`src/sv/vscc_pkg.sv`:
```
// ----------------------------------------------------------------------------
// vscc_pkg: shared types and constants of the variable-size chunk cache
// Entry and payload structs, cell commands, controller states and register map.
// ----------------------------------------------------------------------------
package vscc_pkg;

	localparam int ID_BITS          = 16;
	localparam int SIZE_BITS        = 20;
	localparam int VSCC_MAX_ENTRIES = 64;
	localparam int CNT_BITS         = 32;
	localparam int SUM_BITS         = 64;

	localparam logic [SIZE_BITS-1:0] CAP_RESET = SIZE_BITS'(1024);

	// Register index, taken from paddr[2].
	localparam logic REG_POLICY   = 1'b0;
	localparam logic REG_CAPACITY = 1'b1;

	// Replacement policy codes.
	localparam logic POL_FIFO = 1'b0;
	localparam logic POL_LRU  = 1'b1;

	typedef struct packed {
		logic [ID_BITS-1:0]   vid;
		logic [ID_BITS-1:0]   chunk;
		logic [SIZE_BITS-1:0] size;
	} vscc_entry_t;

	typedef struct packed {
		logic [ID_BITS-1:0]   media_id;
		logic [ID_BITS-1:0]   chunk_number;
		logic [SIZE_BITS-1:0] chunk_len;
	} vscc_req_t;

	typedef struct packed {
		logic                 hit;
		logic                 too_large;
		logic [SIZE_BITS-1:0] occupancy;
		logic [CNT_BITS-1:0]  hit_count;
		logic [CNT_BITS-1:0]  access_count;
		logic [SUM_BITS-1:0]  occupancy_sum;
	} vscc_rsp_t;

	typedef enum logic [2:0] {
		OP_HOLD,
		OP_SHIFT_L,
		OP_SHIFT_R,
		OP_MTF,
		OP_PUT_TAIL,
		OP_DROP_TAIL
	} vscc_op_t;

	// Broadcast to every cell in the row.
	typedef struct packed {
		vscc_op_t    op;
		vscc_entry_t req;
	} vscc_cell_ctl_t;

	// Runs from the tail cell toward the front cell.
	typedef struct packed {
		logic                 seen;
		vscc_entry_t          hit_entry;
		logic [SIZE_BITS-1:0] tail_size;
	} vscc_chain_t;

	typedef enum logic [1:0] {
		ST_IDLE,
		ST_LOOKUP,
		ST_EVICT,
		ST_DONE
	} vscc_state_t;

endpackage

```
`src/sv/vscc_cell.sv`:
```
// ----------------------------------------------------------------------------
// vscc_cell: one slot of the ordered chunk store
// Holds one entry, compares it against the request key and shifts entries
// to or from its neighbors as the controller commands.
// ----------------------------------------------------------------------------
module vscc_cell import vscc_pkg::*; (
	input  logic           clk,
	input  logic           arst_n,
	input  vscc_cell_ctl_t ctl,
	input  logic           left_valid,
	input  vscc_entry_t    left_entry,
	input  logic           right_valid,
	input  vscc_entry_t    right_entry,
	input  vscc_chain_t    chain_in,
	output vscc_chain_t    chain_out,
	output logic           valid,
	output vscc_entry_t    entry
);

	logic        valid_q;
	vscc_entry_t entry_q;
	logic        valid_d;
	vscc_entry_t entry_d;
	logic        match;
	logic        tail;

	assign match = valid_q && (entry_q.vid == ctl.req.vid) && (entry_q.chunk == ctl.req.chunk);
	assign tail  = valid_q && !right_valid;

	assign chain_out.seen      = chain_in.seen | match;
	assign chain_out.hit_entry = chain_in.hit_entry | (match ? entry_q : '0);
	assign chain_out.tail_size = chain_in.tail_size | (tail ? entry_q.size : '0);

	assign valid = valid_q;
	assign entry = entry_q;

	always_comb begin
		valid_d = valid_q;
		entry_d = entry_q;
		unique case (ctl.op)
			OP_HOLD: begin
			end
			OP_SHIFT_L: begin
				valid_d = right_valid;
				entry_d = right_entry;
			end
			OP_SHIFT_R: begin
				valid_d = left_valid;
				entry_d = left_entry;
			end
			OP_MTF: begin
				// Cells from the front up to the hit slot move back by one.
				if (chain_in.seen || match) begin
					valid_d = left_valid;
					entry_d = left_entry;
				end
			end
			OP_PUT_TAIL: begin
				if (!valid_q && left_valid) begin
					valid_d = 1'b1;
					entry_d = ctl.req;
				end
			end
			OP_DROP_TAIL: begin
				if (tail) begin
					valid_d = 1'b0;
				end
			end
			default: begin
			end
		endcase
	end

	always_ff @(posedge clk or negedge arst_n) begin
		if (!arst_n) begin
			valid_q <= 1'b0;
		end else begin
			valid_q <= valid_d;
		end
	end

	always_ff @(posedge clk) begin
		entry_q <= entry_d;
	end

endmodule
```
`config.mk`:
```
export PLATFORM = sky130hd
export DESIGN_NAME = vscc_cell
export DESIGN_NICKNAME = d
export VERILOG_FILES = /design/src/sv/vscc_pkg.sv /design/src/sv/vscc_cell.sv
export SDC_FILE = /design/constraint.sdc
export NUM_CORES = 1
export LEC_CHECK = 0
export CAP_MARGIN = 40
export CORE_AREA = 2 2 139 141
export CTS_BUF_LIST = sky130_fd_sc_hd__clkbuf_2
export DETAILED_ROUTE_END_ITERATION = 16
export DIE_AREA = 0 0 141 143
export DONT_BUFFER_PORTS = 1
export PLACE_DENSITY_LB_ADDON = 0.15
export SKIP_LAST_GASP = 1
export SLEW_MARGIN = 20
export SYNTH_ARGS = -nofsm -noshare
export SYNTH_HDL_FRONTEND = slang
export SYNTH_SLANG_ARGS = --single-unit
```
`constraint.sdc`:
```
create_clock -name clk -period 5.5 [get_ports clk]
set_clock_uncertainty 0.15 [all_clocks]
set_input_delay 0.825 -clock clk [delete_from_list [all_inputs] [get_ports clk]]
set_output_delay 0.825 -clock clk [all_outputs]
set_load 0.03 [all_outputs]
```
==> results of run 1 <==
-- power by group through the flow --
stage	logic, mW	registers (mW)	clock network (mW)
after detailed placement	0.248	0.620	0
after CTS	0.249	0.612	0.197
after global routing	0.267	0.617	0.202
after floorplan	0.196	0.605	0
final	0.242	0.610	0.174
after global placement	0.245	0.621	0
-- registers in the layout, indices dropped and copies added (netlist names) --
| signal | count |
|---|---|
| valid | 1 |
| entry | 52 |
-- metrics by stage --
step	util	worst slack (ps)	area (um^2)
after floorplan	-	840	3500
after global placement	0.203	1260	3780
after detailed placement	0.204	1140	3790
after CTS	0.207	781	3840
after global routing	0.207	671	3840
final	0.207	1110	3840
-- synthesized netlist by cell type --
| cell type | count | area (um^2) |
|---|---|---|
| mux2_1 | 1 | 11.3 |
| nand2_1 | 108 | 405 |
| o41ai_1 | 1 | 8.76 |
| buf_2 | 5 | 25.0 |
| inv_1 | 3 | 11.3 |
| o22ai_1 | 1 | 6.26 |
| nor2b_1 | 1 | 6.26 |
| or2_2 | 1 | 6.26 |
| a21o_1 | 72 | 541 |
| a21oi_1 | 1 | 5.00 |
| edfxtp_1 | 52 | 1560 |
| dfrtp_1 | 1 | 25.0 |
| nor3_1 | 3 | 15.0 |
| nor4_1 | 7 | 43.8 |
| nor2_1 | 4 | 15.0 |
| nor3_2 | 1 | 10.0 |
| a22oi_1 | 52 | 390 |
| o211a_1 | 1 | 10.0 |
| xor2_1 | 31 | 272 |
| buf_1 | 2 | 7.51 |
| nand4_1 | 1 | 6.26 |
| xnor2_1 | 1 | 8.76 |
| nand3_1 | 2 | 10.0 |
| clkbuf_1 | 17 | 63.8 |
| o21ai_0 | 3 | 15.0 |
| ha_1 | 2 | 25.0 |
-- routing by layer --
layer | vias up | global-route usage | routed length, um
met3 | 13 | 0.0416 | 1220
met2 | 222 | 0.269 | 8130
met5 | - | 0 | 0
met1 | 1448 | 0.131 | 5010
met4 | 0 | 0.0384 | 259
li1 | 1342 | - | -
-- placed cells by master, fill, tap and decap left out, drive strengths merged --
master,instances
a22oi,52
nor4,7
o21ai,3
a21o,72
o211a,1
xor2,31
buf,7
inv,3
nand4,1
nand2,108
xnor2,1
mux2,1
or2,1
clkbuf,8
nand3,2
edfxtp,52
diode,1
o22ai,1
nor2b,1
dfrtp,1
a21oi,1
nor2,4
nor3,4
ha,2
dlygate4sd3,1
o41ai,1
-- cell type report --
type	count	area [um^2]
inverters	3	11.3
diodes	1	2.50
multi-input cells	294	1840
repair buffers	8	66.3
fillers	2026	14700
flip-flops and latches	53	1590
well taps	234	293
clock buffers	8	40.0
-- what timing repair did --
action / CTS / global route
setup endpoints to repair: 0 / 0
hold buffers: 1 / 0
endpoints found under the hold margin: 1 / 0
-- how the worst max path moves through the flow --
stage,startpoint,end,slack [ps],depth (start not counted)
2_1_floorplan,ctl[42],entry[0]$_DFFE_PP_,840,6
3_3_place_gp,ctl[49],entry[33]$_DFFE_PP_,1260,8
3_5_place_dp,ctl[49],entry[32]$_DFFE_PP_,1140,8
4_1_cts,entry[49]$_DFFE_PP_,chain_out[46],780,6
5_1_grt,entry[49]$_DFFE_PP_,chain_out[48],670,6
6_report,entry[49]$_DFFE_PP_,chain_out[46],1110,6
-- cell families (layout without fill, tap and decap cells) --
kind of cell,after synthesis,count (layout),synth area share
fa+ha+maj,2,2,0.00714
flops,53,53,0.453
simple gates,128,128,0.148
xor+xnor,32,32,0.0800
other cells,0,1,0
buf+inv,27,19,0.0307
compound gates,131,131,0.278
mux,1,1,0.00321
==> summary.txt, run 1 <==
Worst setup path
  • Worst r2r src: entry[49]$_DFFE_PP_
  • Crit path DAT: 3410 ps
  • Crit path max-delay cell type: edfxtp_1
  • CP startpoint kind: register
  • R2R depth: 8
  • Crit path required time: between 4000 and 5000 ps
  • Critical path's top delay family: simple AND/OR/NAND/NOR gates
  • Crit-path cells: xor2_1 -> nor4_1 -> nand4_1 -> nor3_4 -> buf_4 -> a21o_1
  • Crit path max fanout: 28
  • Reg2reg setup slack: 1580 ps
  • Reg-to-Reg End: entry[29]$_DFFE_PP_
  • Critical path type: reg2out
  • Critical path buffers and inverters: 1
  • CP max stage delay: 630 ps
  • CP Capture Type: primary output

Global route
  • Total track usage: 0.134
  • Vias in the first global route: 3143
  • GRT overflow: 0
  • Initial antenna violation count: 1
  • Global-route wire length before repair: 19600 um
  • Largest net degree at the start of global routing: 57

STA
  • Worst Max-Slew Pin Slew: 746 ps
  • Post-route minimum period: 4390 ps
  • RSZ-0062 raised after global routing: no
  • Final setup fails: 0
  • Max Slew Vio Count: 0
  • Tcrit/Tclk final: 0.798
  • Setup TNS Final: 0 ps
  • Fin Hold WS: ~340 ps
  • Slew headroom: 0.503
  • F_max: 228 MHz
  • Final Hold Viols: 0

Place
  • DP Wirelength: 11500 um
  • Gpl congestion: 0.782
  • Dpl cells: 591
  • Port Buf Inserts: 0

Detailed routing
  • Antenna-violating nets left: 0
  • DRC: 0
  • Detailed-router iteration count before antenna repair: 4
  • Vias per inst: 5.03
  • DR vias: 3025
  • Routed len/inst: ~24 um
  • DR iter-0 viols: 138
  • WL final: approximately 15000 um

CTS
  • CTS sink count: 53
  • H-tree levels: 2
  • CTS tree: built
  • Root Buffer: clkbuf_2
  • Skew-Pair Late Insertion Delay: 480 ps
  • Post-cts resize count: 0
  • CTS clk-pin slew, worst paths: 280 ps
  • Clock buffer depth: 2
  • CTS Buf Count: 5
  • Setup bufs post-CTS: 0

Power and ir drop
  • Internal power: ~600 uW
  • Switch share: 0.412
  • Max VDD drop: 67.6 uV
  • Overall power: just over 1 mW
  • Clk network pwr share: 0.170
  • Sequential share of power: 0.594
  • Switch Pwr: 422 uW
  • Comb pwr share: 0.236
  • Static Leak: about 1.8 nW
  • Cell Pwr Density: 267 nW/um^2

Die
  • Die area: approximately 20000 um^2
  • Number of core rows: 50
  • Placeable Area: 18600 um^2
  • Die H: 143 um
  • Die W: 141 um
  • Ports: 362
  • Starting Density: 0.189

Synth
  • Syn_nets: 612
  • Mapped Avg Cell Area: 9.37 um^2
  • Yosys reg bits: 53
  • Unique cell type count in the Yosys netlist: 26
  • Synth warn: 0
  • Register area share after synthesis: 0.453
  • Post-Synthesis Cell Area: 3500 um^2
  • Cell count after synthesis: around 370

Cells and area
  • Cell Count, Final, Fillers Out: 601
  • Synthesis-to-layout area growth: 9.60%
  • Final net count: 603
  • Share of cells above drive strength 1: 0.0601

Flow run
  • Max-cap violations: 0

Min path
  • Min-delay worst type: in2async

Status
  • Run status: complete, no violations
No activity file was read; power rests on OpenSTA's default activity.
==> run 2, diff against run 1 <==
--- a/config.mk
+++ b/config.mk
@@ -5,11 +5,12 @@
 export SDC_FILE = /design/constraint.sdc
 export NUM_CORES = 1
 export LEC_CHECK = 0
+export ABC_AREA = 1
 export CAP_MARGIN = 40
-export CORE_AREA = 2 2 139 141
+export CORE_AREA = 2 2 141 143
 export CTS_BUF_LIST = sky130_fd_sc_hd__clkbuf_2
 export DETAILED_ROUTE_END_ITERATION = 16
-export DIE_AREA = 0 0 141 143
+export DIE_AREA = 0 0 143 145
 export DONT_BUFFER_PORTS = 1
 export PLACE_DENSITY_LB_ADDON = 0.15
 export SKIP_LAST_GASP = 1
==> constraint.sdc (replaced) <==
create_clock -name clk -period 3.8 [get_ports clk]
set_clock_uncertainty 0.15 [all_clocks]
set_input_delay 0.57 -clock clk [delete_from_list [all_inputs] [get_ports clk]]
set_output_delay 0.57 -clock clk [all_outputs]
set_load 0.03 [all_outputs]
==> summary.txt, run 2 <==
Detailed routing
  • Vias per inst: 4.55 (was 5.03)
  • DRC: 0 (unchanged)
  • DR vias: 3880 (was 3025)
  • Antenna-violating nets left: 0 (unchanged)
  • Detailed-router iteration count before antenna repair: 5 (was 4)
  • DR iter-0 viols: 174 (was 138)
  • Routed len/inst: 19.6 um (was 24.3 um)
  • WL final: 16700 um (was 14600 um)

Worst setup path
  • CP startpoint kind: register (unchanged)
  • Crit-path cells: xor2_1 -> nor2_1 -> nand2_1 -> nor2_1 -> nand3_4 -> buf_4 -> buf_16 -> o21bai_2 -> buf_4 (was xor2_1 -> nor4_1 -> nand4_1 -> nor3_4 -> buf_4 -> a21o_1)
  • Crit path max-delay cell type: edfxtp_1 (unchanged)
  • Crit path DAT: 2830 ps (was 3410 ps)
  • Crit path max fanout: 42 (was 28)
  • CP Capture Type: primary output (unchanged)
  • CP max stage delay: 620 ps (was 630 ps)
  • Critical path type: reg2out (unchanged)
  • Crit path required time: 3080 ps (was 4530 ps)

Power and ir drop
  • Overall power: 1.60 mW (was 1.03 mW)
  • Static Leak: 2.26 nW (was 1.78 nW)
  • Cell Pwr Density: 323 nW/um^2 (was 267 nW/um^2)
  • Max VDD drop: 89.9 uV (was 67.6 uV)

CTS
  • CTS clk-pin slew, worst paths: 300 ps (was 280 ps)
  • CTS sink count: 53 (unchanged)
  • H-tree levels: 2 (unchanged)
  • CTS tree: built (unchanged)
  • Setup bufs post-CTS: 0 (unchanged)
  • CTS Buf Count: 5 (unchanged)
  • Skew-Pair Late Insertion Delay: 490 ps (was 480 ps)
  • Root Buffer: clkbuf_2 (unchanged)
  • Clock buffer depth: 2 (unchanged)

Synth
  • Unique cell type count in the Yosys netlist: 29 (was 26)
  • Synth warn: 0 (unchanged)
  • Post-Synthesis Cell Area: 4160 um^2 (was 3500 um^2)
  • Post-synth top area cell: edfxtp_1 (unchanged)
  • Synth async-reset ratio: 0.0189 (unchanged)
  • Post-synth top cells: nand2_1, inv_1, edfxtp_1 (was nand2_1, a21o_1, a22oi_1, edfxtp_1, xor2_1)
  • Top cells by area, synth: edfxtp_1, nand2_1, o21bai_2 (was edfxtp_1, a21o_1, nand2_1)
  • Syn_nets: 776 (was 612)
  • Cell count after synthesis: 538 (was 374)
  • Number of synthesized flops with an enable pin: 52 (unchanged)
  • Count leader, synth: nand2_1 (unchanged)
  • Yosys reg bits: 53 (unchanged)
  • Post-synth top area share: 0.376 (was 0.446)
  • Mapped Avg Cell Area: 7.73 um^2 (was 9.37 um^2)
  • Top FF cell, synth: edfxtp_1 (unchanged)
  • Register area share after synthesis: 0.382 (was 0.453)

STA
  • RSZ-0062 raised after global routing: no (unchanged)
  • Worst Max-Slew Pin Slew: 712 ps (was 746 ps)
  • F_max: 281 MHz
  • Final Hold Viols: 0 (unchanged)
  • Max Slew Vio Count: 0 (unchanged)
  • Tcrit/Tclk final: 0.935
  • Slew headroom: 0.524 (was 0.503)
  • Setup TNS Final: 0 ps (unchanged)
  • Final setup fails: 0 (unchanged)
  • Post-route minimum period: 3550 ps

Cells and area
  • Commonest non-fill, non-tap cells in the layout: nand2_1, inv_1, buf_4, edfxtp_1, o21bai_2 (was nand2_1, a21o_1, a22oi_1, edfxtp_1, xor2_1)
  • Final net count: 822 (was 603)
  • Max FFs per register: 52 (unchanged)
  • Share of cells above drive strength 1: 0.223 (was 0.0601)
  • Synthesis-to-layout area growth: 19.0% (was 9.60%)
  • Cell area after layout: 4950 um^2 (was 3840 um^2)
  • Fillers: 2139 (was 2026)
  • Commonest non-fill, non-tap cell in the layout: nand2_1 (unchanged)

Die
  • Placeable Area: 19200 um^2 (was 18600 um^2)
  • Number of core rows: 51 (was 50)
  • Starting Density: 0.216 (was 0.189)
  • Die H: 145 um (was 143 um)
  • Die W: 143 um (was 141 um)
  • Ports: 362 (unchanged)
  • Die area: 20700 um^2 (was 20200 um^2)

Global route
  • Global-route wire length before repair: 24100 um (was 19600 um)
  • Vias in the first global route: 4010 (was 3143)
  • Total track usage: 0.153 (was 0.134)
  • Initial antenna violation count: 3 (was 1)
  • GRT overflow: 0 (unchanged)
  • Largest net degree at the start of global routing: 53 (was 57)

Place
  • Port Buf Inserts: 0 (unchanged)
  • Gpl congestion: 0.891 (was 0.782)
  • DP Wirelength: 13300 um (was 11500 um)
  • Placed Area: 4870 um^2 (was 3790 um^2)

Min path
  • Min-delay worst type: in2reg (was in2async)

Status
  • Run status: complete, no violations (unchanged)

Flow run
  • Max-cap violations: 0 (unchanged)
==> run 2: report_power, final <==
part           switching, mW  total (mW)  internal [mW]
sequential             0.163       0.883          0.720
clock                  0.199       0.242         0.0426
combinational          0.314       0.471          0.157
total                  0.677        1.60          0.920
==> run 2: worst paths after layout <==
kind / endpoint / slack [ps] / startpoint / depth (start not counted)
min in group asynchronous: valid$_DFFE_PN0P_ / 140 / arst_n / 1
min reg2reg: valid$_DFFE_PN0P_ / 560 / valid$_DFFE_PN0P_ / 2
min: entry[34]$_DFFE_PP_ / 100 / right_entry[34] / 2
max: chain_out[63] / 250 / entry[24]$_DFFE_PP_ / 9
max reg2reg: entry[3]$_DFFE_PP_ / 710 / entry[24]$_DFFE_PP_ / 10
max in group asynchronous: valid$_DFFE_PN0P_ / 3230 / arst_n / 1
==> run 2: critical path, delay by kind of cell, from the launching register on <==
| kind | cells | cell delay (ps) |
|---|---|---|
| buffers and inverters | 3 | 640 |
| DFF | 1 | 620 |
| xor gates and xnor gates | 1 | 220 |
| AOI/OAI and AO/OA | 1 | 160 |
| and+or+nand+nor | 4 | 700 |
==> run 2: cells by family after synthesis <==
group                      synth area share
buffers and inverters                 0.111
DFF                                   0.382
and+or+nand+nor                       0.249
adders and majority gates           0.00602
AOI/OAI and AO/OA                     0.231
xor gates and xnor gates             0.0211
==> run 2: area by class of cell <==
type                    instances  area [um^2]  share of cell area
diodes                          3         7.51             0.00152
clock buffers                   6         30.0             0.00607
clock inverters                 1         3.75            0.000759
inverters                      89          334              0.0675
multi-input cells             373         2140               0.432
flip-flops and latches         53         1590               0.321
well taps                     265          332              0.0670
repair buffers                 62          515               0.104
==> run 2: stage by stage <==
stage	hold WS [ps]	util	std cells	setup slack, ps
CTS	22.5	0.256	848	53.8
floorplan	124	-	538	753
detailed placement	125	0.253	840	610
global route	38.7	0.257	851	24.2
finish	96.7	0.258	852	246
global placement	125	0.251	838	585
==> run 2: metal layers <==
| layer | GRT usage | vias to the layer above | wire length, um |
|---|---|---|---|
| li1 | - | 1826 | - |
| met1 | 0.196 | 1814 | 6900 |
| met2 | 0.259 | 221 | 8270 |
| met3 | 0.0294 | 19 | 1290 |
| met4 | 0.0416 | 0 | 271 |
| met5 | 0 | - | 0 |
==> run 2: timing repair <==
item                                    in CTS  in global routing
hold endpoints to repair                     1                  0
hold buffers                                 1                  0
resized for setup                            0                  6
endpoints found under the setup margin       0                 41
==> run 3, diff against run 2 <==
--- a/config.mk
+++ b/config.mk
@@ -7,10 +7,10 @@
 export LEC_CHECK = 0
 export ABC_AREA = 1
 export CAP_MARGIN = 40
-export CORE_AREA = 2 2 141 143
+export CORE_AREA = 3 3 138 140
 export CTS_BUF_LIST = sky130_fd_sc_hd__clkbuf_2
 export DETAILED_ROUTE_END_ITERATION = 16
-export DIE_AREA = 0 0 143 145
+export DIE_AREA = 0 0 141 143
 export DONT_BUFFER_PORTS = 1
 export PLACE_DENSITY_LB_ADDON = 0.15
 export SKIP_LAST_GASP = 1
==> summary.txt, run 3 (synthesis gave the netlist of run 2 again) <==
Cells and area
  • Cell Count, Final, Fillers Out: 815 (was 852)
  • Commonest non-fill, non-tap cell in the layout: nand2_1 (unchanged)
  • Commonest non-fill, non-tap cells in the layout: nand2_1, inv_1, buf_4, edfxtp_1, o21bai_2 (unchanged)
  • Synthesis-to-layout area growth: 18.0% (was 19.0%)
  • Final net count: 822 (unchanged)
  • Max FFs per register: 52 (unchanged)
  • Fillers: 1986 (was 2139)
  • Share of cells above drive strength 1: 0.215 (was 0.223)

Detailed routing
  • WL final: 16400 um (was 16700 um)
  • Antenna-violating nets left: 0 (unchanged)
  • Detailed-router iteration count before antenna repair: 5 (unchanged)
  • DR iter-0 viols: 229 (was 174)
  • Vias per inst: 4.79 (was 4.55)
  • Routed len/inst: 20.2 um (was 19.6 um)
  • DR vias: 3902 (was 3880)
  • DRC: 0 (unchanged)

Die
  • Number of core rows: 49 (was 51)
  • Placeable Area: 18000 um^2 (was 19200 um^2)
  • Die H: 143 um (was 145 um)
  • Ports: 362 (unchanged)
  • Die area: 20200 um^2 (was 20700 um^2)
  • Starting Density: 0.231 (was 0.216)
  • Die W: 141 um (was 143 um)

CTS
  • CTS sink count: 53 (unchanged)
  • Clock buffer depth: 2 (unchanged)
  • H-tree levels: 2 (unchanged)
  • Root Buffer: clkbuf_2 (unchanged)
  • Skew-Pair Late Insertion Delay: 490 ps (about the same)
  • Setup bufs post-CTS: 0 (unchanged)
  • CTS Buf Count: 5 (unchanged)
  • CTS tree: built (unchanged)
  • CTS clk-pin slew, worst paths: 260 ps (was 300 ps)

Global route
  • Total track usage: 0.149 (was 0.153)
  • Global-route wire length before repair: 23000 um (was 24100 um)
  • GRT overflow: 0 (unchanged)
  • Largest net degree at the start of global routing: 54 (was 53)
  • Initial antenna violation count: 1 (was 3)
  • Vias in the first global route: 3970 (was 4010)

Worst setup path
  • Reg2reg setup slack: 930 ps (was 710 ps)
  • Crit path max-delay cell type: edfxtp_1 (unchanged)
  • Worst r2r src: entry[22]$_DFFE_PP_ (was entry[24]$_DFFE_PP_)
  • Critical path's top delay family: simple AND/OR/NAND/NOR gates (unchanged)
  • Crit path max fanout: 53 (was 42)
  • CP startpoint kind: register (unchanged)
  • Crit path DAT: 2780 ps (was 2830 ps)
  • CP max stage delay: 620 ps (about the same)
  • R2R depth: 9 (was 10)
  • Crit path required time: 3080 ps (about the same)
  • CP Capture Type: primary output (unchanged)
  • Critical path type: reg2out (unchanged)
  • Crit-path cells: xnor2_1 -> nand2_1 -> nor2_1 -> nand2_1 -> nor2_1 -> nand3_4 -> buf_12 -> o21bai_1 -> buf_4 (was xor2_1 -> nor2_1 -> nand2_1 -> nor2_1 -> nand3_4 -> buf_4 -> buf_16 -> o21bai_2 -> buf_4)
  • Reg-to-Reg End: entry[46]$_DFFE_PP_ (was entry[3]$_DFFE_PP_)
  • Critical path buffers and inverters: 2 (was 3)

Place
  • Dpl cells: 804 (was 840)
  • DP Wirelength: 13300 um (about the same)
  • Gpl congestion: 0.845 (was 0.891)
  • Port Buf Inserts: 0 (unchanged)

Min path
  • Hold depth: 2 (unchanged)
  • Worst hold start: right_entry[4] (was right_entry[34])
  • Min-delay worst type: in2reg (unchanged)
  • Hold endpoint: entry[4]$_DFFE_PP_ (was entry[34]$_DFFE_PP_)

Flow run
  • Max-cap violations: 0 (unchanged)

Status
  • Run status: complete, no violations (unchanged)

STA
  • Final setup fails: 0 (unchanged)
  • RSZ-0062 raised after global routing: no (unchanged)
  • Worst Max-Slew Pin Slew: 821 ps (was 712 ps)
  • Tcrit/Tclk final: 0.922 (was 0.935)
  • Setup TNS Final: 0 ps (unchanged)
  • F_max: 285 MHz (was 281 MHz)
  • Final Hold Viols: 0 (unchanged)
  • Max Slew Vio Count: 0 (unchanged)
  • Slew headroom: 0.452 (was 0.524)
  • Post-route minimum period: 3500 ps (was 3550 ps)

Power and ir drop
  • Cell Pwr Density: 335 nW/um^2 (was 323 nW/um^2)
  • Max VDD drop: 117 uV (was 89.9 uV)
  • Static Leak: 2.27 nW (was 2.26 nW)
-- run 3: cell types whose count changed in the layout (fill, tap and decap cells not counted), sizes merged --
cell | before | now
bufinv | 0 | 1
diode | 3 | 1
-- run 3: power by group --
| part | total (mW) | switching [mW] | leakage [nW] | internal (mW) |
|---|---|---|---|---|
| clock network | 0.302 | 0.190 | 0.0406 | 0.112 |
| registers | 0.882 | 0.162 | 0.517 | 0.720 |
| logic | 0.461 | 0.306 | 1.71 | 0.155 |
-- run 3: metal layers --
metal  track usage  part of all wire  vias to the layer above
met3        0.0392             0.077                       14
met2         0.262              0.52                      207
li1              -                 -                     1829
met1         0.182              0.39                     1852
met4        0.0382             0.012                        0
met5             0                 0                        -
-- run 3: timing repair --
action	4_1_cts	5_1_grt
hold buffers	1	0
hold endpoints to repair	1	0
setup endpoints to repair	4	48
resized for setup	1	3
-- run 3: worst max path at each step --
stage,end,slack (ps),cells past startpoint,from
3_5_place_dp,chain_out[71],630,9,entry[22]$_DFFE_PP_
2_1_floorplan,entry[0]$_DFFE_PP_,750,10,entry[42]$_DFFE_PP_
3_3_place_gp,chain_out[62],650,7,entry[34]$_DFFE_PP_
5_1_grt,chain_out[21],10,12,entry[21]$_DFFE_PP_
6_report,chain_out[21],300,9,entry[22]$_DFFE_PP_
4_1_cts,chain_out[71],110,9,entry[22]$_DFFE_PP_
-- run 3: per-stage QoR --
stage          hold slack (ps)  power [mW]   util  setup WS, ps  cell area [um^2]
2_1_floorplan              124        1.21      -           753              4160
6_report                   108        1.64  0.273           297              4900
4_1_cts                   19.3        1.68  0.272           113              4880
3_3_place_gp               125        1.36  0.266           652              4770
5_1_grt                   3.34        1.75  0.273          13.9              4900
3_5_place_dp               125        1.36  0.267           625              4800
-- run 3: final cells by class --
type	instances	area, um^2	share of cell area
multi-input combinational	373	2120	0.433
sequential	53	1590	0.323
timing repair buffer	62	508	0.104
inverter	89	334	0.0681
tap	229	287	0.0584
clock inverter	2	33.8	0.00689
clock buffer	6	30.0	0.00612
antenna	1	2.50	0.000510
-- run 3: worst reg2reg max path: cells and delay by family, from the launching register on --
family	cells	cell delay, ps
buffers and inverters	1	400
AOI/OAI and AO/OA	1	200
DFF	1	620
and+or+nand+nor	6	860
xor gates and xnor gates	1	280
